--- src/rtl/fcsi_pkg.sv ---
package fcsi_pkg;

    // CRC-32 (IEEE 802.3), reflected form
    localparam logic [31:0] CRC_POLY = 32'hEDB8_8320;
    localparam logic [31:0] CRC_INIT = 32'hFFFF_FFFF;

    // Fixed FCS patterns for the declared modes
    localparam logic [31:0] FCS_ZERO     = 32'h0000_0000;
    localparam logic [31:0] FCS_GOOD     = 32'hC00D_C00D;
    localparam logic [31:0] FCS_BAD      = 32'hBAAD_BAAD;

    typedef enum logic [1:0] {
        MODE_DISABLED = 2'd0,
        MODE_GOOD     = 2'd1,
        MODE_BAD      = 2'd2,
        MODE_COMPUTED = 2'd3
    } t_fcs_mode;

    localparam t_fcs_mode MODE_RESET = MODE_COMPUTED;

    typedef struct packed {
        logic [7:0] data_byte;
        logic       end_of_fragment;
        logic       last_fragment;
    } t_fcs_in;

    typedef struct packed {
        logic [31:0] fcs_value;
        logic        inverted_flag;
    } t_fcs_out;

    // Fold one byte into the running CRC, one bit per step
    function automatic logic [31:0] crc_fold_byte(input logic [31:0] crc,
                                                  input logic [7:0]  data);
        logic [31:0] c;
        c = crc ^ {24'd0, data};
        for (int b = 0; b < 8; b++) begin
            if (c[0]) begin
                c = (c >> 1) ^ CRC_POLY;
            end else begin
                c = c >> 1;
            end
        end
        return c;
    endfunction

endpackage

--- src/rtl/fcsi_fcs_calc.sv ---
module fcsi_fcs_calc
    import fcsi_pkg::*;
(
    input  logic [31:0] i_crc,
    input  t_fcs_in     i_item,
    input  t_fcs_mode   i_mode,
    output logic [31:0] o_crc_next,
    output t_fcs_out    o_result
);

    logic [31:0] crc_folded;

    // Fold the byte, reload after the final byte of a fragment
    assign crc_folded = crc_fold_byte(i_crc, i_item.data_byte);
    assign o_crc_next = i_item.end_of_fragment ? CRC_INIT : crc_folded;

    // Select the FCS for the current mode
    always_comb begin
        o_result.inverted_flag = i_item.last_fragment;
        case (i_mode)
            MODE_DISABLED: o_result.fcs_value = FCS_ZERO;
            MODE_GOOD:     o_result.fcs_value = FCS_GOOD;
            MODE_BAD:      o_result.fcs_value = FCS_BAD;
            MODE_COMPUTED: o_result.fcs_value = i_item.last_fragment ? crc_folded
                                                                     : ~crc_folded;
            default:       o_result.fcs_value = FCS_ZERO;
        endcase
    end

endmodule

--- src/rtl/fragment_fcs_insertion_unit.sv ---
// Path: an item ending a fragment waits in the input register until the result
// register is free; then its FCS is registered there and shown on the output.
// Throughput: one byte per cycle unless an end-of-fragment byte waits on a full
// result register; the byte-wide CRC fold between the stages sets that figure.
// Reset: synchronous, active low; clears both stages, reloads the CRC to all
// ones and sets the mode to computed CRC.
module fragment_fcs_insertion_unit
    import fcsi_pkg::*;
(
    input  logic      i_clk,
    input  logic      i_rst_n,
    input  logic      i_in_valid,
    output logic      o_in_ready,
    input  t_fcs_in   i_in_item,
    output logic      o_out_valid,
    input  logic      i_out_ready,
    output t_fcs_out  o_out_item,
    input  logic      i_cfg_valid,
    output logic      o_cfg_ready,
    input  logic [1:0] i_cfg_data
);

    logic        r_in_valid;
    t_fcs_in     r_in;
    logic [31:0] r_crc;
    t_fcs_mode   r_mode;
    logic        r_out_valid;
    t_fcs_out    r_out;

    logic [31:0] n_crc;
    t_fcs_out    n_out;
    logic        out_free;
    logic        stage_adv;
    logic        in_take;

    // Handshake: a byte that ends no fragment always moves on
    assign out_free  = !r_out_valid || i_out_ready;
    assign stage_adv = r_in_valid && (!r_in.end_of_fragment || out_free);
    assign in_take   = i_in_valid && o_in_ready;

    assign o_in_ready  = !r_in_valid || stage_adv;
    assign o_cfg_ready = 1'b1;
    assign o_out_valid = r_out_valid;
    assign o_out_item  = r_out;

    fcsi_fcs_calc u_calc (
        .i_crc      (r_crc),
        .i_item     (r_in),
        .i_mode     (r_mode),
        .o_crc_next (n_crc),
        .o_result   (n_out)
    );

    // Control registers
    always_ff @(posedge i_clk) begin
        if (!i_rst_n) begin
            r_in_valid  <= 1'b0;
            r_out_valid <= 1'b0;
            r_crc       <= CRC_INIT;
            r_mode      <= MODE_RESET;
        end else begin
            if (in_take) begin
                r_in_valid <= 1'b1;
            end else if (stage_adv) begin
                r_in_valid <= 1'b0;
            end
            if (stage_adv) begin
                r_crc <= n_crc;
            end
            if (stage_adv && r_in.end_of_fragment) begin
                r_out_valid <= 1'b1;
            end else if (i_out_ready) begin
                r_out_valid <= 1'b0;
            end
            if (i_cfg_valid) begin
                r_mode <= t_fcs_mode'(i_cfg_data);
            end
        end
    end

    // Payload registers: hold input byte, capture result
    always_ff @(posedge i_clk) begin
        if (in_take) begin
            r_in <= i_in_item;
        end
        if (stage_adv && r_in.end_of_fragment) begin
            r_out <= n_out;
        end
    end

endmodule

--- config.mk ---
export PLATFORM = sky130hd
export DESIGN_NAME = fragment_fcs_insertion_unit
export DESIGN_NICKNAME = d
export VERILOG_FILES = /design/src/rtl/fcsi_pkg.sv /design/src/rtl/fcsi_fcs_calc.sv /design/src/rtl/fragment_fcs_insertion_unit.sv
export SDC_FILE = /design/constraint.sdc
export NUM_CORES = 1
export LEC_CHECK = 0
export ABC_AREA = 1
export BUFFER_PORTS_ARGS = -buffer_cell sky130_fd_sc_hd__buf_2
export CAP_MARGIN = 20
export CELL_PAD_IN_SITES_DETAIL_PLACEMENT = 0
export CELL_PAD_IN_SITES_GLOBAL_PLACEMENT = 2
export CORE_MARGIN = 3
export CORE_UTILIZATION = 32
export CTS_BUF_LIST = sky130_fd_sc_hd__clkbuf_8
export CTS_CLUSTER_SIZE = 40
export DETAILED_ROUTE_END_ITERATION = 12
export PLACE_DENSITY = 0.83
export SYNTH_ARGS = -nofsm -noshare
export SYNTH_HDL_FRONTEND = slang
export SYNTH_HIERARCHICAL = 1
export SYNTH_SLANG_ARGS = --single-unit
--- constraint.sdc ---
create_clock -name i_clk -period 1.8 [get_ports i_clk]
set_input_delay 0.27 -clock i_clk [delete_from_list [all_inputs] [get_ports i_clk]]
set_output_delay 0.27 -clock i_clk [all_outputs]
set_load 0.05 [all_outputs]
==> After elaboration in Yosys (flattened, before gate mapping) <==
Index checks and enable logic that the tools add are counted.
{ "classes": {"eq_ne": 3, "mux": 15, "n_bitwise": 10, "reduce_logical": 12} }
{ "ops": {"columns": ["cell", "count"], "rows": [
  ["$mux W32", 10],
  ["$pmux W32 S4", 1],
  ["$not A13 Y14", 8],
  ["$not A32 Y32", 1],
  ["$xor A32 B8 Y32", 1],
  ["$eq A2 B2 Y1 const B", 2],
  ["$mux W1", 4],
  ["$reduce_bool A2 Y1", 2],
  ["$logic_and A1 B1 Y1", 3],
  ["$logic_not A1 Y1", 3],
  ["$logic_or A1 B1 Y1", 3],
  ["$eq A2 B1 Y1 const B", 1],
  ["$logic_not A2 Y1", 1]
]} }
{ "totals": {"register_bits": 79, "input_bits": 17, "out_inout_bits": 36, "wordCells": 49} }

==> Logic depth before layout (Yosys ltp) <==
Gate-level depths: netlist of the first run.
{ "logic_depth": {"word_depth": 20, "ltp_mapped": 14, "depth_no_buf": 14} }

==> Hierarchy <==
The synthesis of the first run kept the hierarchy.
{ "by_module_without_submodules": {"columns": ["module", "n_inst", "cells_per_inst", "area_each_um2"], "rows": [
  ["fragment_fcs_insertion_unit", 1, 212, 2657.5],
  ["fcsi_fcs_calc", 1, 380, 2042.0]
]} }

==> Worst setup path before layout of the first run <==
Ideal clock, no wire load.
{ "synth_timing": {"path_kind": "flip-flop to flip-flop", "startpoint": "register r_out_valid (netlist: o_out_valid)", "endpoint": "register r_out (netlist bit o_out_item[0]), enable pin", "setup_time_ns": 0.388, "t_arrival_ns": 1.648, "required_time_ns": 1.412, "path_slack_ns": -0.235, "stages_incl_launch_ff": 5, "path_cell_list": "dfxtp_1 nand3_2 buf_2 nand3_1 inv_1"} }
{ "synth_between": {"elab_chain_len": 5} }
{ "synth_lines": {"columns": ["item", "line_no", "rtl"], "rows": [
  ["start: declaration", "fragment_fcs_insertion_unit.sv:27", "logic r_out_valid;"],
  ["start signal: assignment", "fragment_fcs_insertion_unit.sv:58", "r_out_valid <= 1'b0;"],
  ["start signal: assignment", "fragment_fcs_insertion_unit.sv:71", "r_out_valid <= 1'b1;"],
  ["start signal: assignment", "fragment_fcs_insertion_unit.sv:73", "r_out_valid <= 1'b0;"],
  ["$logic_not A1 Y1", "fragment_fcs_insertion_unit.sv:37", "assign out_free = !r_out_valid || i_out_ready;"],
  ["$logic_or A1 B1 Y1", "fragment_fcs_insertion_unit.sv:37", null],
  ["$logic_or A1 B1 Y1", "fragment_fcs_insertion_unit.sv:38", "assign stage_adv = r_in_valid && (!r_in.end_of_fragment || out_free);"],
  ["$logic_and A1 B1 Y1", "fragment_fcs_insertion_unit.sv:38", null],
  ["$logic_and A1 B1 Y1", "fragment_fcs_insertion_unit.sv:86", "if (stage_adv && r_in.end_of_fragment) begin"],
  ["end signal: assignment", "fragment_fcs_insertion_unit.sv:87", "r_out <= n_out;"],
  ["end: declaration", "fragment_fcs_insertion_unit.sv:28", "t_fcs_out r_out;"]
]} }
Every way passes these cells.
A chain may end at the register's enable or synchronous reset.

==> results of run 1 <==
==> routing by layer <==
metal	wire, um	track usage, %	up-vias	part of all wire [%]
met3	714	4.39	16	5.2
li1	-	-	2086	-
met1	6270	23.1	2001	45
met5	0	0	-	0
met2	6540	27.4	109	47
met4	321	4.86	0	2.3
==> repair_timing <==
| item | CTS | global route |
|---|---|---|
| buffers inserted | 8 | 17 |
| hold endpoints to repair | 0 | 0 |
| pin swaps | 21 | 60 |
| hold buffers | 0 | 0 |
| endpoints found under the setup margin | 23 | 46 |
| resized for setup | 34 | 106 |
==> how the worst max path moves through the flow <==
stage,startpoint,end,slack (ns),cells past startpoint
finish,r_in[2]$_DFFE_PP_,o_out_item[26]$_DFFE_PP_,-0.05,13
global route,r_in[3]$_DFFE_PP_,o_out_item[21]$_DFFE_PP_,-0.17,10
CTS,r_in[9]$_DFFE_PP_,o_out_item[22]$_DFFE_PP_,-0.04,10
detailed placement,r_in[3]$_DFFE_PP_,o_out_item[21]$_DFFE_PP_,-0.1,12
global placement,r_in[3]$_DFFE_PP_,o_out_item[26]$_DFFE_PP_,-0.07,11
floorplan,o_out_valid$_SDFFE_PN0P_,o_out_item[0]$_DFFE_PP_,0.03,4
==> worst max-delay path, stage by stage, from the launching register on <==
cell      delay [ns]
edfxtp_1        0.43
inv_2           0.10
nand2_2         0.09
nand2_8         0.12
nand2_4         0.08
nand2_4         0.09
nand2_4         0.06
nand2_4         0.08
inv_2           0.06
or2_1           0.24
nand2_1         0.09
nand2_1         0.05
nand3_1         0.07
nand2_1         0.05
==> Yosys cell counts (all sizes together) <==
cell type / instances / area, sq um
nand4: 1 / 6.26
xnor2: 9 / 97.6
buf: 16 / 106
nand3: 100 / 518
nand3b: 1 / 7.51
xor2: 44 / 434
clkbuf: 12 / 45.0
or2: 8 / 50.0
nor2: 21 / 97.6
o21ai: 14 / 70.1
inv: 49 / 184
clkinv: 1 / 3.75
dfxtp: 36 / 721
a21oi: 9 / 45.0
and2: 1 / 6.26
nand2: 224 / 996
edfxtp: 43 / 1290
a21boi: 1 / 7.51
conb: 1 / 3.75
o2bb2ai: 1 / 8.76
==> metrics by stage <==
stage | total power [mW] | setup slack [ns]
CTS | 5.59 | -0.0416
detailed placement | 4.16 | -0.0960
global route | 6.31 | -0.174
finish | 5.94 | -0.0470
global placement | 4.15 | -0.0728
floorplan | 3.49 | 0.0298
==> sequential cells by signal (all words and copies together), names as in the netlist <==
signal / cells
r_in: 10
r_mode: 2
r_in_valid: 1
r_crc: 32
o_out_valid: 1
o_out_item: 33
==> kinds of logic after synthesis <==
family	count (synthesis)	synth area share [%]
buffers and inverters	78	7.22
AO/OA/AOI/OAI	25	2.80
flip-flops	79	42.8
AND/OR/NAND/NOR	356	35.8
other	1	0.0798
XOR/XNOR	53	11.3
==> power breakdown <==
part	switching [mW]	leakage (nW)	total [mW]	internal, mW
clock	0.688	0.0948	1.26	0.574
sequential	0.0920	0.700	2.15	2.06
combinational	1.46	2.27	2.53	1.07
==> layout make-up <==
class,instances,area [sq um],share of cell area (%)
multi-input cells,435,2970,45.4
clock buffers,11,151,2.32
inverters,50,191,2.93
repair buffers,129,945,14.5
well taps,180,225,3.45
clock inverters,5,32.5,0.498
flip-flops and latches,79,2020,31.0
==> results.yml, run 1 <==
cts:
  htreeDepth: 3
  clock_sinks: 79
  cts_inserted_buffers: 9
  clk_root_buffer_cell: "clkbuf_8"
  cts_max_path_buffers: 2
  cts_tree: "done"
  clk_latency_ns: 0.38
  path_clk_slew_ns: 0.09
timing:
  period_needed_ns: 1.85
  worst_clock_skew_ns: 0.0185
  drv_slew: 0
  rsz0062_at_grt: "true"
  final-setup-viol-count: 17
  fmax_ghz: 0.541
  slew_headroom_pct: 64.6
  tightest_slew_ns: 0.530
  post-route-period-util_pct: 103
  setup_slack_ns: -0.0470
  whs_ns: 0.0610
  finalSetupTns_ns: -0.325
  hold_viol: 0
finish:
  finish.utilization_pct: 46.4
  diodes: 0
  final_cell_area_sq_um: 6530
  syn2layout_area_growth_pct: 39.0
  layout_commonest_cell: "nand2_1"
  final_nets: 721
  stdcell_count: 889
  drive_gt1_share_pct: 41.3
  fillers: 1379
  final_cell_mix: "nand2_1, nand3_1, buf_4, buf_2, edfxtp_1"
critical_path:
  crit_fanout: 8
  end_kind: "flop"
  r2r_slack_ns: -0.05
  crit_path_start_kind: "flop"
  worstSetupPathType: "flop to flop"
  worstRegToRegCells: 13
  reg2reg_from: "r_in[2]$_DFFE_PP_"
  worst_ep_required_time_ns: 1.92
  worstReg2RegEnd: "o_out_item[26]$_DFFE_PP_"
  critical_path_arrival_ns: 1.97
floorplan:
  fp.dieW_um: 127
  std_cell_rows: 43
  die_h_um: 127
  fp.dieArea_sq_um: 16200
  io_pins: 53
  core-area_sq_um: 14100
  initial_core_util_pct: 33.3
route:
  via_per_inst: 4.74
  drt_first_pass_iters: 4
  drc: 0
  drtIter0Drc: 212
  ant_nets: 0
  drt-wirelength-per-cell_um: 15.6
  drt_wl_total_um: 13800
  vias: 4212
synthesis:
  yosysWarnings: 6
  synth-seq-cells: 79
  syn-cell-area_sq_um: 4700
  syn_inst: 592
  synth.net_count: 609
  synth.distinct_cells: 34
  seq_area_frac_synth_pct: 42.8
  synth_area_per_cell_sq_um: 7.94
grt:
  grt_pass1_vias: 3960
  grt_usage_pct: 17.2
  grt_start_max_net_pins: 37
  antenna_found_initial: 0
  grt_overflow_total: 0
  grt_pass1_wl_um: 21500
worst_hold_path:
  hold_start: "i_in_item[5]"
  holdPathStages: 1
  hold-path-endpoint: "r_in[5]$_DFFE_PP_"
  hold_class: "input port to flop"
power:
  ir_drop_mv: 0.494
  leakagePower_nw: 3.06
  powerDensity_nw_per_um2: 909
status:
  violations: "setup timing"
  status: "finished with violations"
placement:
  place_area_sq_um: 5480
  place_congestion: 0.861
  io_buffers: 51
  dp.cells: 848
  hpwl_um: 9430
flow_run:
  maxCapViolCount: 0
No activity file was read; power rests on OpenSTA's default activity.
==> inputs of run 2 (changes only) <==
PLACE_DENSITY = unset   (was 0.83)
PLACE_DENSITY_LB_ADDON = 0.05   (was unset)
==> results.yml, run 2 (synthesized netlist as in run 1, its figures left out) <==
grt:
  grt_usage_pct: 18.5
  grt_pass1_vias: 4031
  antenna_found_initial: 0
  grt_overflow_total: 0
  grt_pass1_wl_um: 22800
  grt_start_max_net_pins: 37
route:
  drtIter0Drc: 183
  ant_nets: 0
  drc: 0
  vias: 4179
  via_per_inst: 4.65
  drt-wirelength-per-cell_um: 16.4
  drt_first_pass_iters: 4
  drt_wl_total_um: 14700
finish:
  final_cell_mix: "nand2_1, nand3_1, buf_4, buf_2, nand2_2"
  layout_commonest_cell: "nand2_1"
  stdcell_count: 898
  syn2layout_area_growth_pct: 45.7
  diodes: 0
  finish.utilization_pct: 48.6
  final_cell_area_sq_um: 6850
  final_nets: 730
  drive_gt1_share_pct: 47.1
  largest_register_ff_count: 33
floorplan:
  fp.dieArea_sq_um: 16200
  core-area_sq_um: 14100
  std_cell_rows: 43
  io_pins: 53
  initial_core_util_pct: 33.3
  fp.dieW_um: 127
  die_h_um: 127
critical_path:
  slowest_stage: "edfxtp_1"
  end_kind: "flop"
  critical_path.cell_chain: "nand2_2 > nand2_4 > buf_12 > xnor2_4 > buf_12 > buf_6 > xor2_1 > buf_4 > xor2_1 > nor2_1"
  critical_path_arrival_ns: 2.05
  critical-path-max-stage-delay_ns: 0.45
  worstSetupPathType: "flop to flop"
  worst_ep_required_time_ns: 1.93
  crit_path_start_kind: "flop"
  crit_fanout: 4
timing:
  setup_slack_ns: -0.120
  worst_clock_skew_ns: 0.0116
  period_needed_ns: 1.92
  whs_ns: 0.0661
  final-setup-viol-count: 27
  slew_headroom_pct: 64.3
  post-route-period-util_pct: 107
  tightest_slew_ns: 0.535
  hold_viol: 0
  rsz0062_at_grt: "true"
  fmax_ghz: 0.521
  drv_slew: 0
power:
  ir_drop_mv: 0.347
  leakagePower_nw: 3.17
  powerDensity_nw_per_um2: 919
placement:
  place_area_sq_um: 5500
  dp.cells: 848
  pre_cts_ws_ns: -0.185
  hpwl_um: 9940
  io_buffers: 51
  place_congestion: 0.769
cts:
  cts_max_path_buffers: 2
  cts_inserted_buffers: 9
  clk_root_buffer_cell: "clkbuf_8"
  clk_latency_ns: 0.37
  cts_tree: "done"
  hold_buffers: 0
  htreeDepth: 3
  clock_sinks: 79
  path_clk_slew_ns: 0.09
flow_run:
  maxCapViolCount: 0
status:
  violations: "setup timing"
  status: "finished with violations"
worst_hold_path:
  hold_class: "input port to flop"
-- run 2: cell types whose count changed in the layout (fill, tap and decap cells not counted), moves of 5 or more --
| cell | before | now |
|---|---|---|
| nand2_4 | 22 | 30 |
| nand2_2 | 41 | 48 |
| nand2_1 | 154 | 142 |
| nand3_2 | 15 | 30 |
| buf_6 | 11 | 21 |
| inv_1 | 39 | 34 |
| nand3_1 | 84 | 68 |
| buf_4 | 62 | 57 |
-- run 2: power breakdown --
part	internal (mW)	switching, mW
Combinational	1.23	1.59
Sequential	2.06	0.0902
Clock	0.586	0.737
Total	3.88	2.41
-- run 2: path summary, 6_finish.rpt --
path	from	end	slack, ns	depth (start not counted)
setup / recovery	r_in[6]$_DFFE_PP_	o_out_item[7]$_DFFE_PP_	-0.12	10
hold / removal	i_in_item[0]	r_in[0]$_DFFE_PP_	0.07	1
setup reg to reg	r_in[6]$_DFFE_PP_	o_out_item[7]$_DFFE_PP_	-0.12	10
hold reg to reg	r_crc[19]$_SDFFE_PN1P_	r_crc[19]$_SDFFE_PN1P_	0.48	2
-- run 2: area by class of cell --
type                            count  area [sq um]
Fill cell                        1431          7250
Multi-Input combinational cell    435          3120
Sequential cell                    79          2020
Timing Repair Buffer              138          1090
Tap cell                          180           225
Inverter                           50           194
Clock buffer                       11           151
Clock inverter                      5          40.0
-- run 2: worst max-delay path, delay by kind of cell (launching register included) --
| family | cells | cell delay (ns) |
|---|---|---|
| xor gates and xnor gates | 3 | 0.45 |
| and+or+nand+nor | 3 | 0.24 |
| buffers and inverters | 4 | 0.54 |
| DFF | 1 | 0.45 |
-- run 2: routing by layer --
metal	routed length (um)	vias to the layer above	GRT usage [%]
li1	-	2115	-
met1	6780	1969	25.6
met2	7130	78	29.7
met3	509	17	2.59
met4	266	0	6.75
met5	0	-	0
-- run 2: through the flow --
stage,power (mW),setup TNS (ns)
after floorplan,3.49,0
after global placement,4.20,-1.32
after detailed placement,4.21,-1.75
after CTS,5.79,-0.367
after global routing,6.69,-5.74
final,6.29,-1.16
-- run 2: repair_timing --
action                     in CTS  in global routing
setup buffers                  16                 21
gates resized for setup        54                142
pin swaps                      30                 59
setup endpoints to repair      30                 51
==> inputs of run 3 (changes only) <==
ABC_AREA = unset   (was 1)
CORE_UTILIZATION = 36   (was 32)
==> results.yml, run 3 <==
placement:
  place_congestion: 0.817
  pre_cts_ws_ns: -0.424
  hpwl_um: 8350
  io_buffers: 51
cts:
  clk_root_buffer_cell: "clkbuf_8"
  cts_max_path_buffers: 2
  htreeDepth: 3
  path_clk_slew_ns: 0.08
  hold_buffers: 0
  clock_sinks: 79
  cts_tree: "done"
  clk_latency_ns: 0.38
  cts_inserted_buffers: 9
worst_hold_path:
  hold_class: "input port to flop"
grt:
  grt_start_max_net_pins: 37
  grt_pass1_vias: 3254
  grt_pass1_wl_um: 19100
  antenna_found_initial: 0
  grt_overflow_total: 0
  grt_usage_pct: 18.2
critical_path:
  worst_ep_required_time_ns: 1.92
  crit_path_start_kind: "flop"
  critical_path_arrival_ns: 2.27
  crit_fanout: 3
  end_kind: "flop"
  worstSetupPathType: "flop to flop"
finish:
  final_nets: 534
  fillers: 1066
  regArea_sq_um: 2020
  layout_commonest_cell: "buf_2"
  largest_register_ff_count: 33
  diodes: 0
  syn2layout_area_growth_pct: 45.4
  final_cell_mix: "buf_2, edfxtp_1, buf_4, nand2_1, dfxtp_1"
  multi_input_area_sq_um: 3010
  drive_gt1_share_pct: 46.4
power:
  p_switching_mw: 2.70
  p_seq_share_pct: 28.3
  leakagePower_nw: 2.73
  ir_drop_mv: 0.399
  swShare_pct: 34.0
  comb_power_share_pct: 52.5
  p_total_mw: 7.94
  powerDensity_nw_per_um2: 1210
  intPower_mw: 5.25
  pwr-share-clk_pct: 19.2
floorplan:
  std_cell_rows: 40
  core-area_sq_um: 12200
  initial_core_util_pct: 37.2
  io_pins: 53
  fp.dieW_um: 118
  die_h_um: 118
  fp.dieArea_sq_um: 13900
route:
  drt_first_pass_iters: 4
  drt_wl_total_um: 12100
  ant_nets: 0
  drt-wirelength-per-cell_um: 17.5
  drc: 0
  drtIter0Drc: 133
  via_per_inst: 4.62
  vias: 3187
synthesis:
  synth.net_count: 413
  synth_top_area_cell: "edfxtp_1"
  syn_inst: 396
  syn-cell-area_sq_um: 4520
  yosysMostFrequentCell: "xnor2_1"
  synth_edf_count: 43
  seq_area_frac_synth_pct: 44.5
  synth.distinct_cells: 37
  synthArstFlopShare_pct: 0
  synthDominantCellAreaShare_pct: 28.5
  ys_top_cells_by_count: "xnor2_1, edfxtp_1, nand2_1"
  synth-seq-cells: 79
  ys_top_cells_by_area: "edfxtp_1, dfxtp_1, xnor2_1"
  synth_area_per_cell_sq_um: 11.4
  synth_flop_cell: "edfxtp_1"
  yosysWarnings: 6
flow_run:
  maxCapViolCount: 0
timing:
  drv_slew: 0
  hold_viol: 0
  post-route-period-util_pct: 119
  setup_slack_ns: -0.347
  final-setup-viol-count: 53
  worst_clock_skew_ns: 0.0128
  finalSetupTns_ns: -10.15
  fmax_ghz: 0.466
  rsz0062_at_grt: "true"
  period_needed_ns: 2.15
status:
  violations: "setup timing"
  status: "finished with violations"
-- run 3: cell count changes after synthesis, sizes merged, moves of 12 or more --
cell / previous run / this run
inv: 49 / 2
a21boi: 1 / 13
o21ai: 14 / 32
nand3: 100 / 0
xnor2: 9 / 60
nand2b: 0 / 31
nand2: 224 / 38
a21o: 0 / 33
-- run 3: cell families (layout without fill, tap and decap cells) --
| kind of cell | Yosys count | in the layout | share of synthesized area (%) |
|---|---|---|---|
| buffers and inverters | 25 | 151 | 3.40 |
| AOI/OAI and AO/OA | 88 | 88 | 12.4 |
| xor gates and xnor gates | 106 | 106 | 28.3 |
| DFF | 79 | 79 | 44.5 |
| other | 1 | 1 | 0.0829 |
| muxes | 4 | 4 | 0.885 |
| and+or+nand+nor | 93 | 93 | 10.4 |
-- run 3: final cells by class --
class	instances	area share, %
Sequential cell	79	30.7
Clock inverter	5	1.10
Inverter	2	0.114
Clock buffer	11	2.30
Timing Repair Buffer	133	16.9
Multi-Input combinational cell	292	45.8
Tap cell	168	3.19
-- run 3: worst max-delay path, cell delays in order, from the launching register on --
cell and delay (ns):
edfxtp_1 0.47, xnor2_4 0.28, xnor2_2 0.16, xnor3_2 0.52
xnor2_2 0.17, buf_4 0.16, mux2i_2 0.14
-- run 3: routing by layer --
layer | share of wire (%) | track usage, % | vias up
li1 | - | - | 1561
met1 | 47 | 25.1 | 1546
met4 | 2.1 | 7.11 | 0
met5 | 0 | 0 | -
met2 | 46 | 28.5 | 64
met3 | 4.1 | 2.88 | 16
-- run 3: per-stage QoR --
step | instances | util [%] | hold slack [ns] | area (sq um)
after detailed placement | 656 | 45.4 | 0.444 | 5520
after global placement | 656 | 45.4 | 0.443 | 5520
after floorplan | 396 | - | 0.369 | 4640
final | 690 | 54.1 | 0.0654 | 6580
after CTS | 684 | 51.8 | 0.0404 | 6290
after global routing | 690 | 54.1 | 0.0558 | 6580
-- run 3: power by group through the flow --
stage	clock network, mW	registers [mW]	logic (mW)
after floorplan	0	2.47	1.84
after CTS	1.58	2.25	3.79
after global routing	1.65	2.26	4.47
final	1.53	2.25	4.17
after detailed placement	0	2.28	3.16
after global placement	0	2.27	3.16
-- run 3: final timing paths --
path,from,endpoint,slack (ns),cells past startpoint
setup / recovery,r_in[5]$_DFFE_PP_,o_out_item[21]$_DFFE_PP_,-0.35,6
hold / removal,i_in_item[9],r_in[9]$_DFFE_PP_,0.07,1
setup reg to reg,r_in[5]$_DFFE_PP_,o_out_item[21]$_DFFE_PP_,-0.35,6
hold reg to reg,r_crc[27]$_SDFFE_PN1P_,r_crc[27]$_SDFFE_PN1P_,0.47,1
-- run 3: what timing repair did --
item                                    4_1_cts  5_1_grt
pin swaps                                    46       54
resized for setup                            83       68
setup buffers                                14       11
endpoints found under the setup margin       52       60
